## config.mk

```make
export PLATFORM = sky130hd
export DESIGN_NAME = arp_cache_lookup_insert_top
export DESIGN_NICKNAME = d
export VERILOG_FILES = /design/src/rtl/arpc_pkg.sv /design/src/rtl/arpc_table.sv /design/src/rtl/arp_cache_lookup_insert_top.sv
export VERILOG_INCLUDE_DIRS = /design/src /design/src/rtl
export SDC_FILE = /design/constraint.sdc
export NUM_CORES = 1
export LEC_CHECK = 0
export BUFFER_PORTS_ARGS = -buffer_cell sky130_fd_sc_hd__buf_2
export CAP_MARGIN = 20
export CORE_ASPECT_RATIO = 1.2
export CORE_MARGIN = 4
export CORE_UTILIZATION = 30
export DETAILED_ROUTE_END_ITERATION = 10
export PLACE_DENSITY = 0.53
export SLEW_MARGIN = 20
export SYNTH_ARGS = -nofsm -noshare
export SYNTH_HDL_FRONTEND = slang
export SYNTH_SLANG_ARGS = --single-unit
```

## constraint.sdc

```tcl
create_clock -name clk -period 9.1 [get_ports clk]
set_clock_uncertainty 0.05 [all_clocks]
set_input_delay 0.91 -clock clk [delete_from_list [all_inputs] [get_ports clk]]
set_output_delay 0.91 -clock clk [all_outputs]
set_load 0.05 [all_outputs]
```

## src/rtl/arp_cache_lookup_insert_top_assert.svh

```systemverilog
// ----------------------------------------------------------------------------
// ARP cache assertion macros
// Implication checks, same-cycle and next-cycle, removable with ASSERT_OFF.
// ----------------------------------------------------------------------------
`ifndef ARP_CACHE_LOOKUP_INSERT_TOP_ASSERT_SVH
`define ARP_CACHE_LOOKUP_INSERT_TOP_ASSERT_SVH

`ifndef ASSERT_OFF
`define ASSERT_IMPL(label, clk, rst, ante, cons) \
  label: assert property (@(posedge clk) disable iff (rst) (ante) |-> (cons)) \
    else $error("arp cache: same-cycle check failed");
`define ASSERT_NEXT(label, clk, rst, ante, cons) \
  label: assert property (@(posedge clk) disable iff (rst) (ante) |=> (cons)) \
    else $error("arp cache: next-cycle check failed");
`else
`define ASSERT_IMPL(label, clk, rst, ante, cons)
`define ASSERT_NEXT(label, clk, rst, ante, cons)
`endif

`endif

```

## src/rtl/arpc_pkg.sv

```systemverilog
// ----------------------------------------------------------------------------
// ARP cache package
// Field widths, status and operation codes, table entry and FSM types.
// ----------------------------------------------------------------------------
package arpc_pkg;

  localparam int TableEntriesDef = 16;
  localparam int IpW             = 32;
  localparam int MacW            = 48;

  typedef enum logic {
    OP_LOOKUP = 1'b0,
    OP_INSERT = 1'b1
  } arpc_op_t;

  typedef enum logic [1:0] {
    ST_HIT      = 2'd0,
    ST_MISS     = 2'd1,
    ST_INSERTED = 2'd2,
    ST_FULL     = 2'd3
  } arpc_status_t;

  typedef enum logic [1:0] {
    S_IDLE,
    S_SCAN,
    S_HOLD
  } arpc_state_t;

  // one table row: address and its MAC, stored side by side
  typedef struct packed {
    logic [MacW-1:0] mac;
    logic [IpW-1:0]  ip;
  } arpc_entry_t;

endpackage

```

## src/rtl/arpc_table.sv

```systemverilog
// ----------------------------------------------------------------------------
// ARP cache table
// Single-port-write, single-port-read synchronous RAM, registered read data.
// ----------------------------------------------------------------------------
module arpc_table
  import arpc_pkg::*;
#(
  parameter int  ENTRIES = TableEntriesDef,
  localparam int AddrW   = (ENTRIES > 1) ? $clog2(ENTRIES) : 1
) (
  input  logic             clk,
  input  logic             wr_en,
  input  logic [AddrW-1:0] wr_addr,
  input  arpc_entry_t      wr_entry,
  input  logic             rd_en,
  input  logic [AddrW-1:0] rd_addr,
  output arpc_entry_t      rd_entry
);

  arpc_entry_t mem [ENTRIES];

  always_ff @(posedge clk) begin
    if (wr_en) begin
      mem[wr_addr] <= wr_entry;
    end
  end

  always_ff @(posedge clk) begin
    if (rd_en) begin
      rd_entry <= mem[rd_addr];
    end
  end

endmodule

```

## src/rtl/arp_cache_lookup_insert_top.sv

```systemverilog
// ----------------------------------------------------------------------------
// ARP cache, lookup and insert
// IPv4-to-MAC cache of TABLE_ENTRIES rows held in one synchronous RAM. A
// lookup item walks the rows in index order, one RAM read a cycle, and stops
// at the first row whose address matches (hit, with its MAC) or after the
// last row in use (miss). An insert item writes the lowest free row and
// bumps the used count, or reports full. Rows are never evicted, so the rows
// in use are always 0 .. used_count-1; no valid bits are kept. The single
// RAM read port has registered read data, so the scan reads one row ahead
// of the compare; a lookup on an empty table misses without a read. Each
// result waits in S_HOLD until the output register is free. One item is in
// the engine at a time; the output register lets the next item be taken
// while a result still waits.
// ----------------------------------------------------------------------------
`include "arp_cache_lookup_insert_top_assert.svh"

module arp_cache_lookup_insert_top
  import arpc_pkg::*;
#(
  parameter int TABLE_ENTRIES = TableEntriesDef
) (
  input  logic        clk,
  input  logic        rst,
  // input items
  input  logic        s_axis_tvalid,
  output logic        s_axis_tready,
  input  logic [79:0] s_axis_tdata,  // [31:0] ipv4_addr, [79:32] resolved_mac
  input  logic [0:0]  s_axis_tuser,  // [0] op
  // result items
  output logic        m_axis_tvalid,
  input  logic        m_axis_tready,
  output logic [47:0] m_axis_tdata,  // [47:0] mac_out
  output logic [1:0]  m_axis_tuser   // [1:0] status
);

  localparam int AddrW = (TABLE_ENTRIES > 1) ? $clog2(TABLE_ENTRIES) : 1;
  localparam int CntW  = $clog2(TABLE_ENTRIES + 1);

  // --------------------------------------------------------------------------
  // registers
  // --------------------------------------------------------------------------
  arpc_state_t     state,        state_next;
  logic [CntW-1:0] used_count,   used_count_next;
  logic [CntW-1:0] issue_idx,    issue_idx_next;   // next row to read
  logic            rd_pend,      rd_pend_next;     // RAM data is valid now
  logic            rd_last,      rd_last_next;     // ... and it is the last row
  logic [IpW-1:0]  key_ip,       key_ip_next;
  arpc_status_t    res_status,   res_status_next;
  logic [MacW-1:0] res_mac,      res_mac_next;
  logic            out_valid,    out_valid_next;
  arpc_status_t    out_status,   out_status_next;
  logic [MacW-1:0] out_mac,      out_mac_next;

  // RAM ports
  logic            wr_en;
  logic            rd_en;
  arpc_entry_t     wr_entry;
  arpc_entry_t     rd_entry;

  logic            in_fire;
  logic            issuing;
  logic            table_full;
  arpc_op_t        in_op;

  assign s_axis_tready = (state == S_IDLE);
  assign in_fire       = s_axis_tvalid && s_axis_tready;
  assign in_op         = arpc_op_t'(s_axis_tuser[0]);
  assign table_full    = (used_count == CntW'(TABLE_ENTRIES));
  assign issuing       = (issue_idx < used_count);

  assign wr_entry.ip   = s_axis_tdata[IpW-1:0];
  assign wr_entry.mac  = s_axis_tdata[IpW+MacW-1:IpW];

  assign m_axis_tvalid = out_valid;
  assign m_axis_tdata  = out_mac;
  assign m_axis_tuser  = out_status;

  // the table; inserts write at the used count, the scan reads at issue_idx.
  // Only one item is in flight, so a write always lands before any read of it.
  arpc_table #(
    .ENTRIES (TABLE_ENTRIES)
  ) u_table (
    .clk      (clk),
    .wr_en    (wr_en),
    .wr_addr  (used_count[AddrW-1:0]),
    .wr_entry (wr_entry),
    .rd_en    (rd_en),
    .rd_addr  (issue_idx[AddrW-1:0]),
    .rd_entry (rd_entry)
  );

  // --------------------------------------------------------------------------
  // state register
  // --------------------------------------------------------------------------
  always_ff @(posedge clk) begin
    if (rst) begin
      state      <= S_IDLE;
      used_count <= '0;
      issue_idx  <= '0;
      rd_pend    <= 1'b0;
      rd_last    <= 1'b0;
      out_valid  <= 1'b0;
    end else begin
      state      <= state_next;
      used_count <= used_count_next;
      issue_idx  <= issue_idx_next;
      rd_pend    <= rd_pend_next;
      rd_last    <= rd_last_next;
      out_valid  <= out_valid_next;
    end
  end

  // payload, no reset
  always_ff @(posedge clk) begin
    key_ip     <= key_ip_next;
    res_status <= res_status_next;
    res_mac    <= res_mac_next;
    out_status <= out_status_next;
    out_mac    <= out_mac_next;
  end

  // --------------------------------------------------------------------------
  // next state and outputs
  // --------------------------------------------------------------------------
  always_comb begin
    state_next      = state;
    used_count_next = used_count;
    issue_idx_next  = issue_idx;
    rd_pend_next    = rd_pend;
    rd_last_next    = rd_last;
    key_ip_next     = key_ip;
    res_status_next = res_status;
    res_mac_next    = res_mac;
    out_valid_next  = out_valid;
    out_status_next = out_status;
    out_mac_next    = out_mac;
    wr_en           = 1'b0;
    rd_en           = 1'b0;

    // output register drains independently of the engine
    if (out_valid && m_axis_tready) begin
      out_valid_next = 1'b0;
    end

    case (state)
      S_IDLE: begin
        if (in_fire) begin
          key_ip_next  = s_axis_tdata[IpW-1:0];
          res_mac_next = '0;
          if (in_op == OP_INSERT) begin
            if (table_full) begin
              res_status_next = ST_FULL;
            end else begin
              wr_en           = 1'b1;
              used_count_next = CntW'(used_count + 1'b1);
              res_status_next = ST_INSERTED;
            end
            state_next = S_HOLD;
          end else begin
            issue_idx_next = '0;
            rd_pend_next   = 1'b0;
            rd_last_next   = 1'b0;
            state_next     = S_SCAN;
          end
        end
      end

      S_SCAN: begin
        // read one row ahead of the compare
        rd_en        = issuing;
        rd_pend_next = issuing;
        rd_last_next = (issue_idx == CntW'(used_count - 1'b1));
        if (issuing) begin
          issue_idx_next = CntW'(issue_idx + 1'b1);
        end

        if (used_count == '0) begin
          res_status_next = ST_MISS;
          state_next      = S_HOLD;
        end else if (rd_pend) begin
          if (rd_entry.ip == key_ip) begin
            res_status_next = ST_HIT;
            res_mac_next    = rd_entry.mac;
            state_next      = S_HOLD;
          end else if (rd_last) begin
            res_status_next = ST_MISS;
            state_next      = S_HOLD;
          end
        end
      end

      S_HOLD: begin
        // hand the result over once the output register is free
        if (!out_valid || m_axis_tready) begin
          out_valid_next  = 1'b1;
          out_status_next = res_status;
          out_mac_next    = res_mac;
          state_next      = S_IDLE;
        end
      end

      default: begin
        state_next = S_IDLE;
      end
    endcase
  end

  // --------------------------------------------------------------------------
  // checks
  // --------------------------------------------------------------------------
  `ASSERT_IMPL(a_count_bound, clk, rst, 1'b1, used_count <= CntW'(TABLE_ENTRIES))
  `ASSERT_NEXT(a_full_keeps, clk, rst, in_fire && in_op == OP_INSERT && table_full, $stable(used_count))
  `ASSERT_IMPL(a_write_on_accept, clk, rst, wr_en, in_fire && state == S_IDLE)
  `ASSERT_NEXT(a_hold_loads, clk, rst, state == S_HOLD && !out_valid, out_valid && state == S_IDLE)

endmodule

```

### Yosys cells after proc, flatten, opt, wreduce, memory -nomap -nowiden

Memory sizes are Yosys's and may differ from the RTL's. A register that Yosys moved wholly into a read port is not among the register bits.
Cells that the tools add are included.

| cells by class | value |
|---|---|
| add/subtract/negate cells | 3 |
| order comparisons | 1 |
| reduce and logical (&&, ||, !) cells | 15 |
| bitwise logic cells | 1 |
| multiplexer cells | 39 |
| equal/unequal tests | 15 |

Operators by type and width:

| cell | number |
|---|---|
| two-way mux 48 bit | 4 |
| one-hot mux 48 bit (2 select lines) | 1 |
| == test 32 bit | 1 |
| two-way mux 2 bit | 13 |
| two-way mux 5 bit | 3 |
| two-way mux 1 bit | 13 |
| != test 2 bit, second input constant | 6 |
| AND reduction 4 bit | 3 |
| adder 5 x 1 -> 5 bit, second input constant | 2 |
| one-hot mux 5 bit (2 select lines) | 1 |
| AND reduction 5 bit | 2 |
| one-hot mux 2 bit (3 select lines) | 1 |
| == test 5 bit | 1 |
| == test 5 bit, second input constant | 1 |
| logical NOT 5 bit | 1 |
| < comparator 5 bit | 1 |
| subtractor 5 x 1 -> 5 bit, second input constant | 1 |
| != test 2 x 1 -> 1 bit, second input constant | 2 |
| != test 4 bit, second input constant | 1 |
| one-hot mux 1 bit (2 select lines) | 2 |
| one-hot mux 2 bit (2 select lines) | 1 |
| AND reduction 2 bit | 2 |
| != test 3 bit, second input constant | 1 |
| AND reduction 3 bit | 1 |
| other kinds (8) | 9 |

| storage, ports and cells | value |
|---|---|
| output and inout port bits | 52 |
| word-level logic and storage cells | 86 |
| register bits | 147 |
| memories kept | 1 |
| input bits | 85 |
| bits in writable memories | 1280 |

Memories:

| memory | depth | bits a word | read ports | clocked after Yosys merged registers in | wr ports | RTL line | source |
|---|---|---|---|---|---|---|---|
| u_table.mem | 16 | 80 | 1 | 1 | 1 | arpc_table.sv:20 | `arpc_entry_t mem [ENTRIES];` |

### Logic depth before layout (Yosys ltp)

Gate-level depths: netlist (run 1).

| depth | value |
|---|---|
| depth in word-level cells | 7 |
| depth in mapped cells | 11 |
| mapped depth without buffers | 8 |

### Cells and area by module

Synthesis (run 1) repeated with hierarchy kept, for this count alone.

| second synthesis, totals | value |
|---|---|
| cells, all modules | 2406 |
| area, all modules | 55858.6 µm² |

By module, submodules not included:

| module | instances | cells each | area an instance (µm²) | seq. area each (µm²) |
|---|---|---|---|---|
| arpc_table | 1 | 2054 | 50223.2 | 40839.2 |
| arp_cache_lookup_insert_top | 1 | 352 | 5635.4 | 4264.1 |

### Worst setup path after synthesis (run 1)

OpenSTA, ideal clock, no wires.

| timing | value |
|---|---|
| kind | input to register |
| start | input s_axis_tvalid |
| end | memory u_table.mem[3][0] in the netlist's numbering, enable pin |
| path buffers | 0 |
| setup time | 616 ps |
| setup slack | 1565 ps |
| stages on the path | 4 |
| data required time | 8434 ps |
| arrival time | 6869 ps |
| cell sequence | nand3_1 -> a31oi_4 -> nand2_2 -> nor3_1 |

| between the ends | value |
|---|---|
| word-level cells in the longest chain between the ends | 5 |

RTL lines:

| element | RTL line | source |
|---|---|---|
| start: declaration | arp_cache_lookup_insert_top.sv:25 | `input logic s_axis_tvalid,` |
| logical AND 1 bit | arp_cache_lookup_insert_top.sv:66 | `assign in_fire = s_axis_tvalid && s_axis_tready;` |
| two-way mux 1 bit | arp_cache_lookup_insert_top.sv:147 | `if (in_fire) begin` |
| two-way mux 1 bit | arp_cache_lookup_insert_top.sv:145 | `case (state)` |
| two-way mux 1 bit | arpc_table.sv:23 | `if (wr_en) begin` |
| two-way mux 1 bit (not written as such) | arpc_table.sv:24 | `mem[wr_addr] <= wr_entry;` |
| end: declaration | arpc_table.sv:20 |  |

Every way passes these cells.

### Worst setup path in the final report (run 1)

| timing | value |
|---|---|
| start | register issue_idx[1] |
| end | register u_table.rd_entry[50] (netlist name) |

| between the ends | value |
|---|---|
| word-level cells in the longest chain between the ends | 2 |

RTL lines:

| element | RTL line | source |
|---|---|---|
| start: declaration | arp_cache_lookup_insert_top.sv:44 | `logic [CntW-1:0] issue_idx, issue_idx_next;` |
| start signal: assignment | arp_cache_lookup_insert_top.sv:106 | `issue_idx <= issue_idx_next;` |
| < comparator 5 bit | arp_cache_lookup_insert_top.sv:69 | `assign issuing = (issue_idx < used_count);` |
| two-way mux 1 bit | arp_cache_lookup_insert_top.sv:145 |  |

Parallel ways exist; a longest one is shown, timed or not.
A chain may end at the register's enable or synchronous reset.

==> impl_summary.txt, run 1 <==
----------------------------------------------------
[Status]
  Run status ... finished, final reports clean

[Synthesis]
  Unique masters post-synth ... between 40 and 50
  Post-synthesis register bit count ... 1,507
  Number of standard cells after synthesis ... between 2,000 and 2,500
  Number of warning messages in the yosys log ... 0
  Net count after synthesis ... about 2,300
  Mean post-synth cell area ... approximately 25 um2
  Cell area after technology mapping ... ~0.056 mm2
  Sequential area share after synthesis ... 0.802

[Clock network]
  Hold bufs inserted after CTS ... 0
  Post-CTS sizing ... 0
  Clk slew on worst S/H paths ... approximately 60 ps
  TritonCTS clock tree ... built
  Number of buffers on the longest clock path ... 3
  Number of clock sinks seen by CTS ... 1,507
  Depth of the CTS H-tree ... 4
  Root Buffer ... sky130_fd_sc_hd__clkbuf_16
  Worst-skew pair later-pin latency ... around 780 ps
  Setup Buffers After CTS ... 0
  Num CTS Buffers ... between 150 and 200

[Timing]
  Relative slew margins ... 0.276
  Setup Viol. Count Final ... 0
  Slew of the pin with the lowest slew margin ... about 1100 ps
  Highest clock rate ... 240 MHz
  Final-layout setup total negative slack ... 0 ps
  Post-route minimum period ... roughly 4200 ps
  Count of final hold-check violations ... 0
  RSZ-0062 raised after global routing ... false
  Post-route clock period utilization ... 0.457
  Max-slew violation total from the final report ... 0

[Min path]
  Hold crit path type ... reg -> reg
  Worst Hold Path EP ... m_axis_tdata[29]
  Hold depth ... 0
  Hold path start ... res_mac[29]

[Placed design]
  Port Buf Inserts ... 136
  Estimated wirelength of the detail-placed design ... roughly 70,000 um
  Final weighted congestion in routability-driven placement ... 0.704

[Setup path]
  Critical path start-end classification ... reg -> reg
  Reg2reg path depth ... 4
  Max Fanout on Critical Path ... slightly below 70
  Launching point of the worst reg2reg path ... issue_idx[1]
  Crit-path max cell delay ... a little under 1000 ps
  Slowest library cell on the worst path ... sky130_fd_sc_hd__buf_4
  Cell Chain, Critical Path ... buf_4, buf_4, mux4_2, mux4_2
  Reg2reg setup slack ... slightly below 5000 ps
  Crit start category ... flip-flop
  Critical Path End Type ... flip-flop
  Worst EP required ... between 9000 and 10,000 ps
  Data arrival, critical path ... around 4600 ps
  Worst reg2reg endpoint ... u_table.rd_entry[50]

[Die]
  Number of placement rows ... approximately 170
  Core Footprint ... around 0.19 mm2
  Die height ... 482 um
  Die area ... approximately 0.19 mm2
  Initial core utilization ... 0.303
  Number of primary I/O pins ... 137
  Floorplan die width ... 403 um

[Layout]
  Layout cells sized above 1 ... 0.318
  Sequential cell area ... about 0.045 mm2
  Area overhead of the layout relative to synthesis ... 15.3%
  Number of fill cells in the layout ... 17,000
  Number of nets in the finished design ... roughly 2,600
  Area of the multi-input gates ... between 0.01 and 0.015 mm2

[Global route]
  Met2 Use GR ... 0.219
  Total congestion overflow after global routing ... 0
  Number of global-route vias before repair ... around 26,000
  Maximum number of pins on one net before global-route repair ... 152
  Most used routing layer in global routing ... met2
  Met1 layer usage reported by global route ... 0.184
  Wire length of the first global-routing pass ... roughly 190,000 um
  Number of antenna violations at the first check in global routing ... 36
  Overall routing resource usage ... 0.135
  M3 GR Usage ... 0.0292

[Job]
  Count of maximum capacitance violations ... 0

[Route]
  Iteration count of the initial detailed-routing pass ... 4
  Detailed Route Iter0 Violations ... approximately 2,200
  Detailed-route wire length ... 131,000 um
  WL per Instance ... ~26 um
  Number of vias per cell after detailed routing ... around 4.8
  Post-detailed-route DRC marker count ... 0
  Number of antenna-violating nets in the routed design ... 0
  Vias ... ~24,000

[Power and ir drop]
  Lkg Pwr ... between 15 and 20 nW
  P per Cell Area ... 220 mW/mm2
  Maximum vdd drop ... ~0.19 mV
  Post-layout power ... between 10 and 15 mW

----------------------------------------------------
## synthesized netlist by cell type, drive strengths merged
library cell | n | area, um2
edfxtp | 1492 | 44800
mux4 | 400 | 9010
clkbuf | 53 | 199
and2 | 51 | 319
buf | 48 | 424
xor2 | 34 | 298
nor2 | 29 | 116
a21oi | 15 | 75.1
dfxtp | 15 | 300
ha | 11 | 138
inv | 9 | 33.8
nand2 | 9 | 36.3
nor3 | 8 | 40.0
nor4 | 8 | 50.1
o21ai | 7 | 35.0
xnor2 | 6 | 52.6
nand4 | 5 | 31.3
or3 | 5 | 31.3
mux2i | 3 | 30.0
nand2b | 3 | 18.8
nor2b | 3 | 18.8
a31oi | 2 | 27.5
nand3 | 2 | 10.0
o21a | 2 | 15.0
a211o | 1 | 8.76
a21o | 1 | 7.51
a32oi | 1 | 8.76
a41o | 1 | 10.0
and2b | 1 | 8.76
and3 | 1 | 6.26
nand4b | 1 | 8.76
o21ba | 1 | 10.0
o21bai | 1 | 7.51
o31a | 1 | 8.76
o32a | 1 | 10.0
or2 | 1 | 6.26
## per-layer routing
| metal | share of wire | vias up | routed length [um] |
|---|---|---|---|
| met5 | 0.00080 | - | 105 |
| met4 | 0.020 | 18 | 2630 |
| met3 | 0.059 | 192 | 7700 |
| met2 | 0.49 | 705 | 63700 |
| met1 | 0.43 | 13200 | 57000 |
| li1 | - | 10000 | - |
## critical path, delay by kind of cell (launching register included)
family,cells,cell delay [ps]
buffers and inverters,2,1880
muxes,2,920
DFF,1,820
## cells by family (layout without fill, tap and decap cells)
| family | Yosys count | count (layout) | synth area share |
|---|---|---|---|
| mux | 403 | 403 | 0.161 |
| compound gates | 34 | 34 | 0.00398 |
| simple gates | 127 | 127 | 0.0125 |
| fa+ha+maj | 11 | 11 | 0.00245 |
| buf+inv | 110 | 471 | 0.0117 |
| other cells | 0 | 8 | 0 |
| xor+xnor | 40 | 40 | 0.00623 |
| flops | 1507 | 1507 | 0.802 |
## layout make-up
class / instances / area share
flip-flops and latches: 1507 / 0.696
multi-input cells: 615 / 0.163
clock buffers: 192 / 0.0617
well taps: 2450 / 0.0473
repair buffers: 188 / 0.0173
clock inverters: 82 / 0.0132
inverters: 9 / 0.000521
diodes: 8 / 0.000309
## stage by stage
stage,cells,cell area [um2],hold WS [ps],worst slack [ps],util
3_3_place_gp,4768,59900,354,4650,0.323
2_1_floorplan,2232,56200,350,1560,-
3_5_place_dp,4769,59900,355,4600,0.323
5_1_grt,5044,64800,373,4610,0.349
4_1_cts,5043,64800,335,4850,0.349
6_report,5051,64800,367,4940,0.349
## registers in the layout, summed over array words and instances (netlist names)
name / cells
u_table.rd_entry: 80
u_table.mem: 1280
res_mac: 48
key_ip: 32
m_axis_tvalid: 1
used_count: 5
rd_pend: 1
m_axis_tdata: 48
issue_idx: 5
rd_last: 1
m_axis_tuser: 2
res_status: 2
state: 2
## cell usage in the layout (no fill, tap or decap), drive strengths merged, types with 2 or more instances in the layout
master	netlist	routed
nor4	8	8
edfxtp	1492	1492
a31oi	2	2
clkbuf	53	192
nand3	2	2
nand2	9	9
nor2b	3	3
or3	5	5
mux4	400	400
and2	51	51
xnor2	6	6
nand2b	3	3
nor3	8	8
inv	9	15
buf	48	188
clkinvlp	0	3
bufinv	0	10
o21ai	7	7
mux2i	3	3
nand4	5	5
a21oi	15	15
clkinv	0	63
o21a	2	2
ha	11	11
nor2	29	29
diode	0	8
dfxtp	15	15
xor2	34	34
## how the worst max path moves through the flow
stage | start | end | slack, ps
after global routing | issue_idx[0] | u_table.rd_entry[29] | 4610
after detailed placement | s_axis_tvalid | u_table.mem[9][14] | 4600
final | issue_idx[1] | u_table.rd_entry[50] | 4940
after global placement | s_axis_tvalid | u_table.mem[9][6] | 4650
after CTS | issue_idx[1] | u_table.rd_entry[50] | 4850
after floorplan | s_axis_tvalid | u_table.mem[3][0] | 1560
## power by group
part	internal [mW]	switching, mW
combinational	0.135	0.312
sequential	7.74	0.0382
clock	3.43	2.63
No activity file was read; power rests on OpenSTA's default activity.
==> inputs of run 2 (changes only) <==
- PLACE_DENSITY: 0.53 -> 0.55
- clock period: 9.1 -> 3.5 ns (I/O delays scaled with it)
==> run 2 against run 1 <==
Effect of this change:
- combinational power increased to 2.9 times the previous value
- global-route usage rose by 0.25 points
- maximum frequency is 42% higher
- clock-buffer cell count shrank 5
- die area unchanged
- setup slack got worse by 4400 ps
- largest power group unchanged
==> impl_summary.txt, run 2 (synthesized netlist as in run 1, its figures left out) <==
----------------------------------------------------
[Status]
  Run status ... finished, final reports clean

[Power and ir drop]
  Combinational power share ... 0.034 (+0.003)
  P per Cell Area ... 565 mW/mm2 (+160%)
  Part of the power in the clock network ... 0.429 (+0.005)
  Flop pwr share ... 0.537 (-0.008)
  Maximum vdd drop ... 0.390 mV (+110%)
  Post-layout power ... 37.7 mW (+160%)
  Net Sw Frac ... 0.207 (-0.00102)
  Lkg Pwr ... 20.1 nW (+3.7%)
  Int Pwr ... 29.9 mW (+160%)
  Switching Power ... 7.82 mW (+160%)

[Route]
  Met2 layer wire length in the routed design ... 65,300 um (+2.6%)
  Detailed-route wire length ... 133,000 um (+1.7%)
  Number of antenna-violating nets in the routed design ... 0 (unchanged)
  Met3 wire length ... 7010 um (-8.9%)
  Number of vias per cell after detailed routing ... 4.85 (+1.1%)
  Vias ... 25,100 (+3.6%)
  WL per Instance ... 25.8 um (-0.66%)
  Post-detailed-route DRC marker count ... 0 (unchanged)
  Iteration count of the initial detailed-routing pass ... 7 (+3)
  Top sig layer ... met5
  Routed met1 length ... 58,300 um (+2.1%)
  Detailed Route Iter0 Violations ... 1,970 (-9.4%)

[Placed design]
  Area of placed instances ... 0.0609 mm2 (+1.6%)
  Port Buf Inserts ... 136 (unchanged)
  Estimated wirelength of the detail-placed design ... 69,500 um (+1.7%)
  Final weighted congestion in routability-driven placement ... 0.738 (+4.7%)

[Layout]
  Commonest cells after routing, fill and taps aside ... sky130_fd_sc_hd__edfxtp_1 (1,492), sky130_fd_sc_hd__mux4_2 (400), sky130_fd_sc_hd__clkbuf_16 (151)
  Number of nets in the finished design ... 2,686 (+4.6%)
  Area overhead of the layout relative to synthesis ... 18.6%
  Layout cells sized above 1 ... 0.321 (+0.00278)
  Largest register by flop count ... u_table.mem
  Most common cell after layout, fill and taps aside ... sky130_fd_sc_hd__edfxtp_1
  Number of fill cells in the layout ... 16,900 (-0.79%)
  Leading registers by flop count ... u_table.mem: 1280 flops, u_table.rd_entry: 80 flops
  Design area ... 0.0667 mm2 (+2.9%)
  Flip-flop count of the largest register, all copies and words added ... 1,280 (unchanged)

[Global route]
  Wire length of the first global-routing pass ... 194,000 um (+2.8%)
  Total congestion overflow after global routing ... 0 (unchanged)
  Overall routing resource usage ... 0.137 (+0.00250)
  Number of global-route vias before repair ... 26,700 (+3.9%)
  Number of antenna violations at the first check in global routing ... 19 (-47%)
  Maximum number of pins on one net before global-route repair ... 133 (-13%)

[Timing]
  Count of final hold-check violations ... 0 (unchanged)
  Slew of the pin with the lowest slew margin ... 1020 ps (-69.0 ps)
  Max-slew violation total from the final report ... 0 (unchanged)
  Post-route minimum period ... 2940 ps (-1230 ps)
  Relative slew margins ... 0.322 (+0.0460)
  Highest clock rate ... 341 MHz (+42%)
  RSZ-0062 raised after global routing ... false
  Post-route clock period utilization ... 0.839 (+0.381)
  Setup Viol. Count Final ... 0 (unchanged)

[Setup path]
  Crit start category ... flip-flop
  Critical path start-end classification ... reg -> reg
  Critical Path End Type ... flip-flop
  Launching point of the worst reg2reg path ... used_count[0]
  Reg2reg setup slack ... 560 ps (-4370 ps)
  Data arrival, critical path ... 3330 ps (-1250 ps)
  Worst reg2reg endpoint ... u_table.mem[2][47]
  Max Fanout on Critical Path ... 18 (-74%)
  Reg2reg path depth ... 6 (+2)
  Worst EP required ... 3900 ps (-5620 ps)

[Job]
  Count of maximum capacitance violations ... 0 (unchanged)

[Clock network]
  Root Buffer ... sky130_fd_sc_hd__clkbuf_16
  Number of clock sinks seen by CTS ... 1,507 (unchanged)
  Number of buffers on the longest clock path ... 3 (unchanged)
  Num CTS Buffers ... 150 (-1.3%)
  TritonCTS clock tree ... built
  Clk slew on worst S/H paths ... 60 ps (about the same)
  Depth of the CTS H-tree ... 4 (unchanged)
  Setup Buffers After CTS ... 0 (unchanged)
  Worst-skew pair later-pin latency ... 780 ps (about the same)

[Min path]
  Hold depth ... 6 (+6)
  Hold crit path type ... in -> reg
  Hold path start ... s_axis_tvalid
  Worst Hold Path EP ... state[1]

[Die]
  Die height ... 482 um (unchanged)
  Initial core utilization ... 0.303 (unchanged)
  Number of primary I/O pins ... 137 (unchanged)
  Die area ... 0.194 mm2 (unchanged)
  Number of placement rows ... 173 (unchanged)
  Floorplan die width ... 403 um (unchanged)
  Core Footprint ... 0.186 mm2 (unchanged)

----------------------------------------------------
run 2: cell types whose count changed in the layout (fill, tap and decap cells not counted), moves of 4 or more:
cell / before / now
sky130_fd_sc_hd__clkinv_1: 29 / 25
sky130_fd_sc_hd__buf_4: 48 / 31
sky130_fd_sc_hd__bufinv_16: 10 / 17
sky130_fd_sc_hd__buf_12: 4 / 56
sky130_fd_sc_hd__dlygate4sd3_1: 0 / 84
sky130_fd_sc_hd__inv_6: 2 / 10
run 2: worst max-delay path by stage:
stage / startpoint / to / depth (start not counted)
after floorplan: state[0] / u_table.mem[11][0] / 6
after global placement: key_ip[26] / res_mac[5] / 7
after detailed placement: issue_idx[0] / u_table.rd_entry[21] / 3
after CTS: issue_idx[0] / u_table.rd_entry[21] / 3
after global routing: used_count[2] / u_table.mem[2][31] / 5
final: used_count[0] / u_table.mem[2][47] / 6
run 2: metal layers:
metal  global-route usage  up-vias
met1                0.189    13800
li1                     -    10300
met5                    0        -
met4               0.0358       16
met3               0.0264      205
met2                0.225      752
run 2: repair_timing:
item	4_1_cts	5_1_grt
hold endpoints to repair	1327	0
gates resized for setup	0	0
hold buffers	84	0
run 2: layout make-up:
type                       instances  area (um2)  area share
multi-input combinational        615       10600       0.159
antenna                            9        22.5    0.000338
inverter                           9        33.8    0.000507
sequential                      1507       45100       0.677
timing repair buffer             307        2880      0.0431
clock buffer                     187        3910      0.0587
clock inverter                    89        1030      0.0155
tap                             2450        3070      0.0460
run 2: worst max-delay path, stage by stage (launching register included):
cell and delay [ps]:
sky130_fd_sc_hd__dfxtp_1 470, sky130_fd_sc_hd__inv_1 140, sky130_fd_sc_hd__ha_1 310, sky130_fd_sc_hd__a31oi_4 340, sky130_fd_sc_hd__nand2_2 220, sky130_fd_sc_hd__nor3_4 770, sky130_fd_sc_hd__buf_12 290
run 2: per-stage QoR:
step                instances  setup TNS, ps  hold WS, ps  setup WS (ps)  utilization
finish                   5173              0          116            564        0.359
global route             5165              0          112            353        0.359
CTS                      5164              0         19.2            520        0.359
detailed placement       4804              0          355            542        0.328
global placement         4804              0          358            535        0.328
floorplan                2232        -493310          350           -479            -
run 2: power groups by stage:
stage | registers [mW] | logic, mW | clock network (mW)
6_report | 20.2 | 1.28 | 16.2
5_1_grt | 20.2 | 1.38 | 17.4
4_1_cts | 20.2 | 1.31 | 16.6
3_5_place_dp | 20.6 | 1.21 | 0
3_3_place_gp | 20.6 | 1.17 | 0
2_1_floorplan | 20.7 | 0.520 | 0
==> inputs of run 3 (changes only) <==
- PLACE_DENSITY: 0.55 -> 0.53
- clock period: 3.5 -> 3 ns (I/O delays scaled with it)
==> run 3 against run 2 <==
Effect of this change:
- global-route usage increased by 0.053 points
- core utilization fell by 0.068 points
- clock power grew 14%
- final cell count is 0.14% lower
- register-to-register slack worse by 350 ps
- power increased by 15%
- largest power group unchanged
- highest routed layer unchanged
==> impl_summary.txt, run 3 (synthesized netlist as in run 1, its figures left out) <==
----------------------------------------------------
[Route]
  Number of antenna-violating nets in the routed design ... 0 (unchanged)
  Iteration count of the initial detailed-routing pass ... 7 (unchanged)
  WL per Instance ... 25.9 um (+0.22%)
  Detailed-route wire length ... 134,000 um (about the same)
  Number of vias per cell after detailed routing ... 4.77 (-1.6%)
  Vias ... 24,600 (-1.7%)
  Post-detailed-route DRC marker count ... 0 (unchanged)
  Detailed Route Iter0 Violations ... 2,182 (+11%)

[Global route]
  Number of antenna violations at the first check in global routing ... 14 (-5)
  Total congestion overflow after global routing ... 0 (unchanged)
  Overall routing resource usage ... 0.138 (+0.000534)
  Wire length of the first global-routing pass ... 194,000 um (about the same)
  Number of global-route vias before repair ... 26,600 (-0.27%)
  Maximum number of pins on one net before global-route repair ... 113 (-15%)

[Min path]
  Hold depth ... 0 (-6)
  Hold crit path type ... reg -> reg
  Worst Hold Path EP ... m_axis_tdata[45]
  Hold path start ... res_mac[45]

[Die]
  Number of placement rows ... 173 (unchanged)
  Die area ... 0.194 mm2 (unchanged)
  Core Footprint ... 0.186 mm2 (unchanged)
  Number of primary I/O pins ... 137 (unchanged)
  Die height ... 482 um (unchanged)
  Floorplan die width ... 403 um (unchanged)
  Initial core utilization ... 0.303 (unchanged)

[Setup path]
  Reg2reg setup slack ... 220 ps (-350 ps)
  Reg2reg path depth ... 7 (+1)
  Crit start category ... flip-flop
  Worst EP required ... 3390 ps (-510 ps)
  Critical path start-end classification ... reg -> reg
  Launching point of the worst reg2reg path ... key_ip[29]
  Data arrival, critical path ... 3180 ps (-150 ps)
  Worst reg2reg endpoint ... res_mac[19]
  Critical Path End Type ... flip-flop
  Max Fanout on Critical Path ... 35 (+17)

[Placed design]
  Final weighted congestion in routability-driven placement ... 0.713 (-3.3%)
  Port Buf Inserts ... 136 (unchanged)
  Estimated wirelength of the detail-placed design ... 70,100 um (+0.87%)
  Post-placement cell count ... 4,799 (-0.10%)

[Job]
  Count of maximum capacitance violations ... 0 (unchanged)

[Layout]
  Share of the core filled with cells in the final layout ... 0.358 (-0.000680)
  Sequential cell area ... 0.0451 mm2 (unchanged)
  Area overhead of the layout relative to synthesis ... 18.4%
  Area of the multi-input gates ... 0.0106 mm2 (+0.14%)
  Most common cell after layout, fill and taps aside ... sky130_fd_sc_hd__edfxtp_1
  Layout cells sized above 1 ... 0.320 (-0.00100)
  Flip-flop count of the largest register, all copies and words added ... 1,280 (unchanged)
  Commonest cells after routing, fill and taps aside ... sky130_fd_sc_hd__edfxtp_1 (1,492), sky130_fd_sc_hd__mux4_2 (400), sky130_fd_sc_hd__clkbuf_16 (153)
  Largest register by flop count ... u_table.mem
  Final Non-Filler Cells ... 5,166 (-0.14%)
  Number of fill cells in the layout ... 16,900 (-0.11%)
  Number of nets in the finished design ... 2,683 (-0.11%)
  Leading registers by flop count ... u_table.mem: 1280 flops, u_table.rd_entry: 80 flops

[Timing]
  Post-route minimum period ... 2780 ps (-153 ps)
  Post-route clock period utilization ... 0.928 (+0.0889)
  Setup Viol. Count Final ... 0 (unchanged)
  Count of final hold-check violations ... 0 (unchanged)
  Slew of the pin with the lowest slew margin ... 982 ps (-34.7 ps)
  RSZ-0062 raised after global routing ... false
  Highest clock rate ... 359 MHz (+5.5%)
  Relative slew margins ... 0.346 (+0.0231)
  Max-slew violation total from the final report ... 0 (unchanged)
  Final-layout setup total negative slack ... 0 ps (unchanged)

[Status]
  Run status ... finished, final reports clean

[Clock network]
  Number of buffers on the longest clock path ... 3 (unchanged)
  Worst-skew pair later-pin latency ... 780 ps (about the same)
  TritonCTS clock tree ... built
  Setup Buffers After CTS ... 0 (unchanged)
  Depth of the CTS H-tree ... 4 (unchanged)
  Num CTS Buffers ... 152 (+1.3%)
  Number of clock sinks seen by CTS ... 1,507 (unchanged)
  Clk slew on worst S/H paths ... 60 ps (about the same)
  Root Buffer ... sky130_fd_sc_hd__clkbuf_16

[Power and ir drop]
  P per Cell Area ... 653 mW/mm2 (+16%)
  Maximum vdd drop ... 0.554 mV (+42%)
  Lkg Pwr ... 20.1 nW (-0.17%)
  Post-layout power ... 43.5 mW (+15%)

----------------------------------------------------
-- run 3: cell types whose count changed in the layout (fill, tap and decap cells not counted), moves of 3 or more --
cell,before,now
sky130_fd_sc_hd__buf_4,31,22
sky130_fd_sc_hd__diode_2,9,6
sky130_fd_sc_hd__clkinv_1,25,34
sky130_fd_sc_hd__buf_12,56,60
sky130_fd_sc_hd__nand2_4,0,3
sky130_fd_sc_hd__clkbuf_1,36,28
sky130_fd_sc_hd__bufinv_16,17,10
sky130_fd_sc_hd__nand2_2,3,0
-- run 3: how the worst max path moves through the flow --
stage | slack (ps) | to | startpoint | cells after the start
finish | 220 | res_mac[19] | key_ip[29] | 7
global route | 110 | res_mac[19] | key_ip[11] | 7
CTS | 150 | res_mac[19] | key_ip[11] | 7
detailed placement | 150 | res_mac[16] | key_ip[29] | 7
global placement | 130 | res_mac[15] | key_ip[29] | 7
floorplan | -890 | u_table.mem[3][0] | state[0] | 6
-- run 3: critical path: stages (launching register included) --
cell and delay, ps:
sky130_fd_sc_hd__edfxtp_1 370, sky130_fd_sc_hd__xor2_1 170, sky130_fd_sc_hd__nor4_1 520, sky130_fd_sc_hd__nand4_1 270, sky130_fd_sc_hd__nor2_1 360, sky130_fd_sc_hd__a21oi_1 190, sky130_fd_sc_hd__nor2_4 180, sky130_fd_sc_hd__buf_12 280
-- run 3: where the power goes --
part | switching (mW) | internal (mW) | total [mW] | leakage, nW
combinational | 0.994 | 0.526 | 1.52 | 4.12
clock | 8.04 | 10.3 | 18.4 | 2.35
sequential | 0.103 | 23.5 | 23.6 | 13.6
-- run 3: layer usage --
layer,part of all wire,track usage
met2,0.49,0.225
met3,0.055,0.0290
met5,0.00031,0
met1,0.43,0.188
met4,0.021,0.0371
-- run 3: layout make-up --
type | count | area share
antenna | 6 | 0.000226
clock buffer | 181 | 0.0591
clock inverter | 96 | 0.0130
inverter | 9 | 0.000508
multi-input combinational | 615 | 0.160
sequential | 1507 | 0.678
tap | 2450 | 0.0461
timing repair buffer | 302 | 0.0434
-- run 3: repair_timing --
action / in CTS / in global routing
gates resized for setup: 0 / 0
hold endpoints to repair: 1327 / 0
hold buffers: 84 / 0
-- run 3: stage by stage --
stage	hold WS, ps	area (um2)	setup slack (ps)
6_report	367	66600	217
5_1_grt	368	66500	108
4_1_cts	333	66500	145
3_5_place_dp	355	60900	150
3_3_place_gp	351	60900	127
2_1_floorplan	349	56400	-893
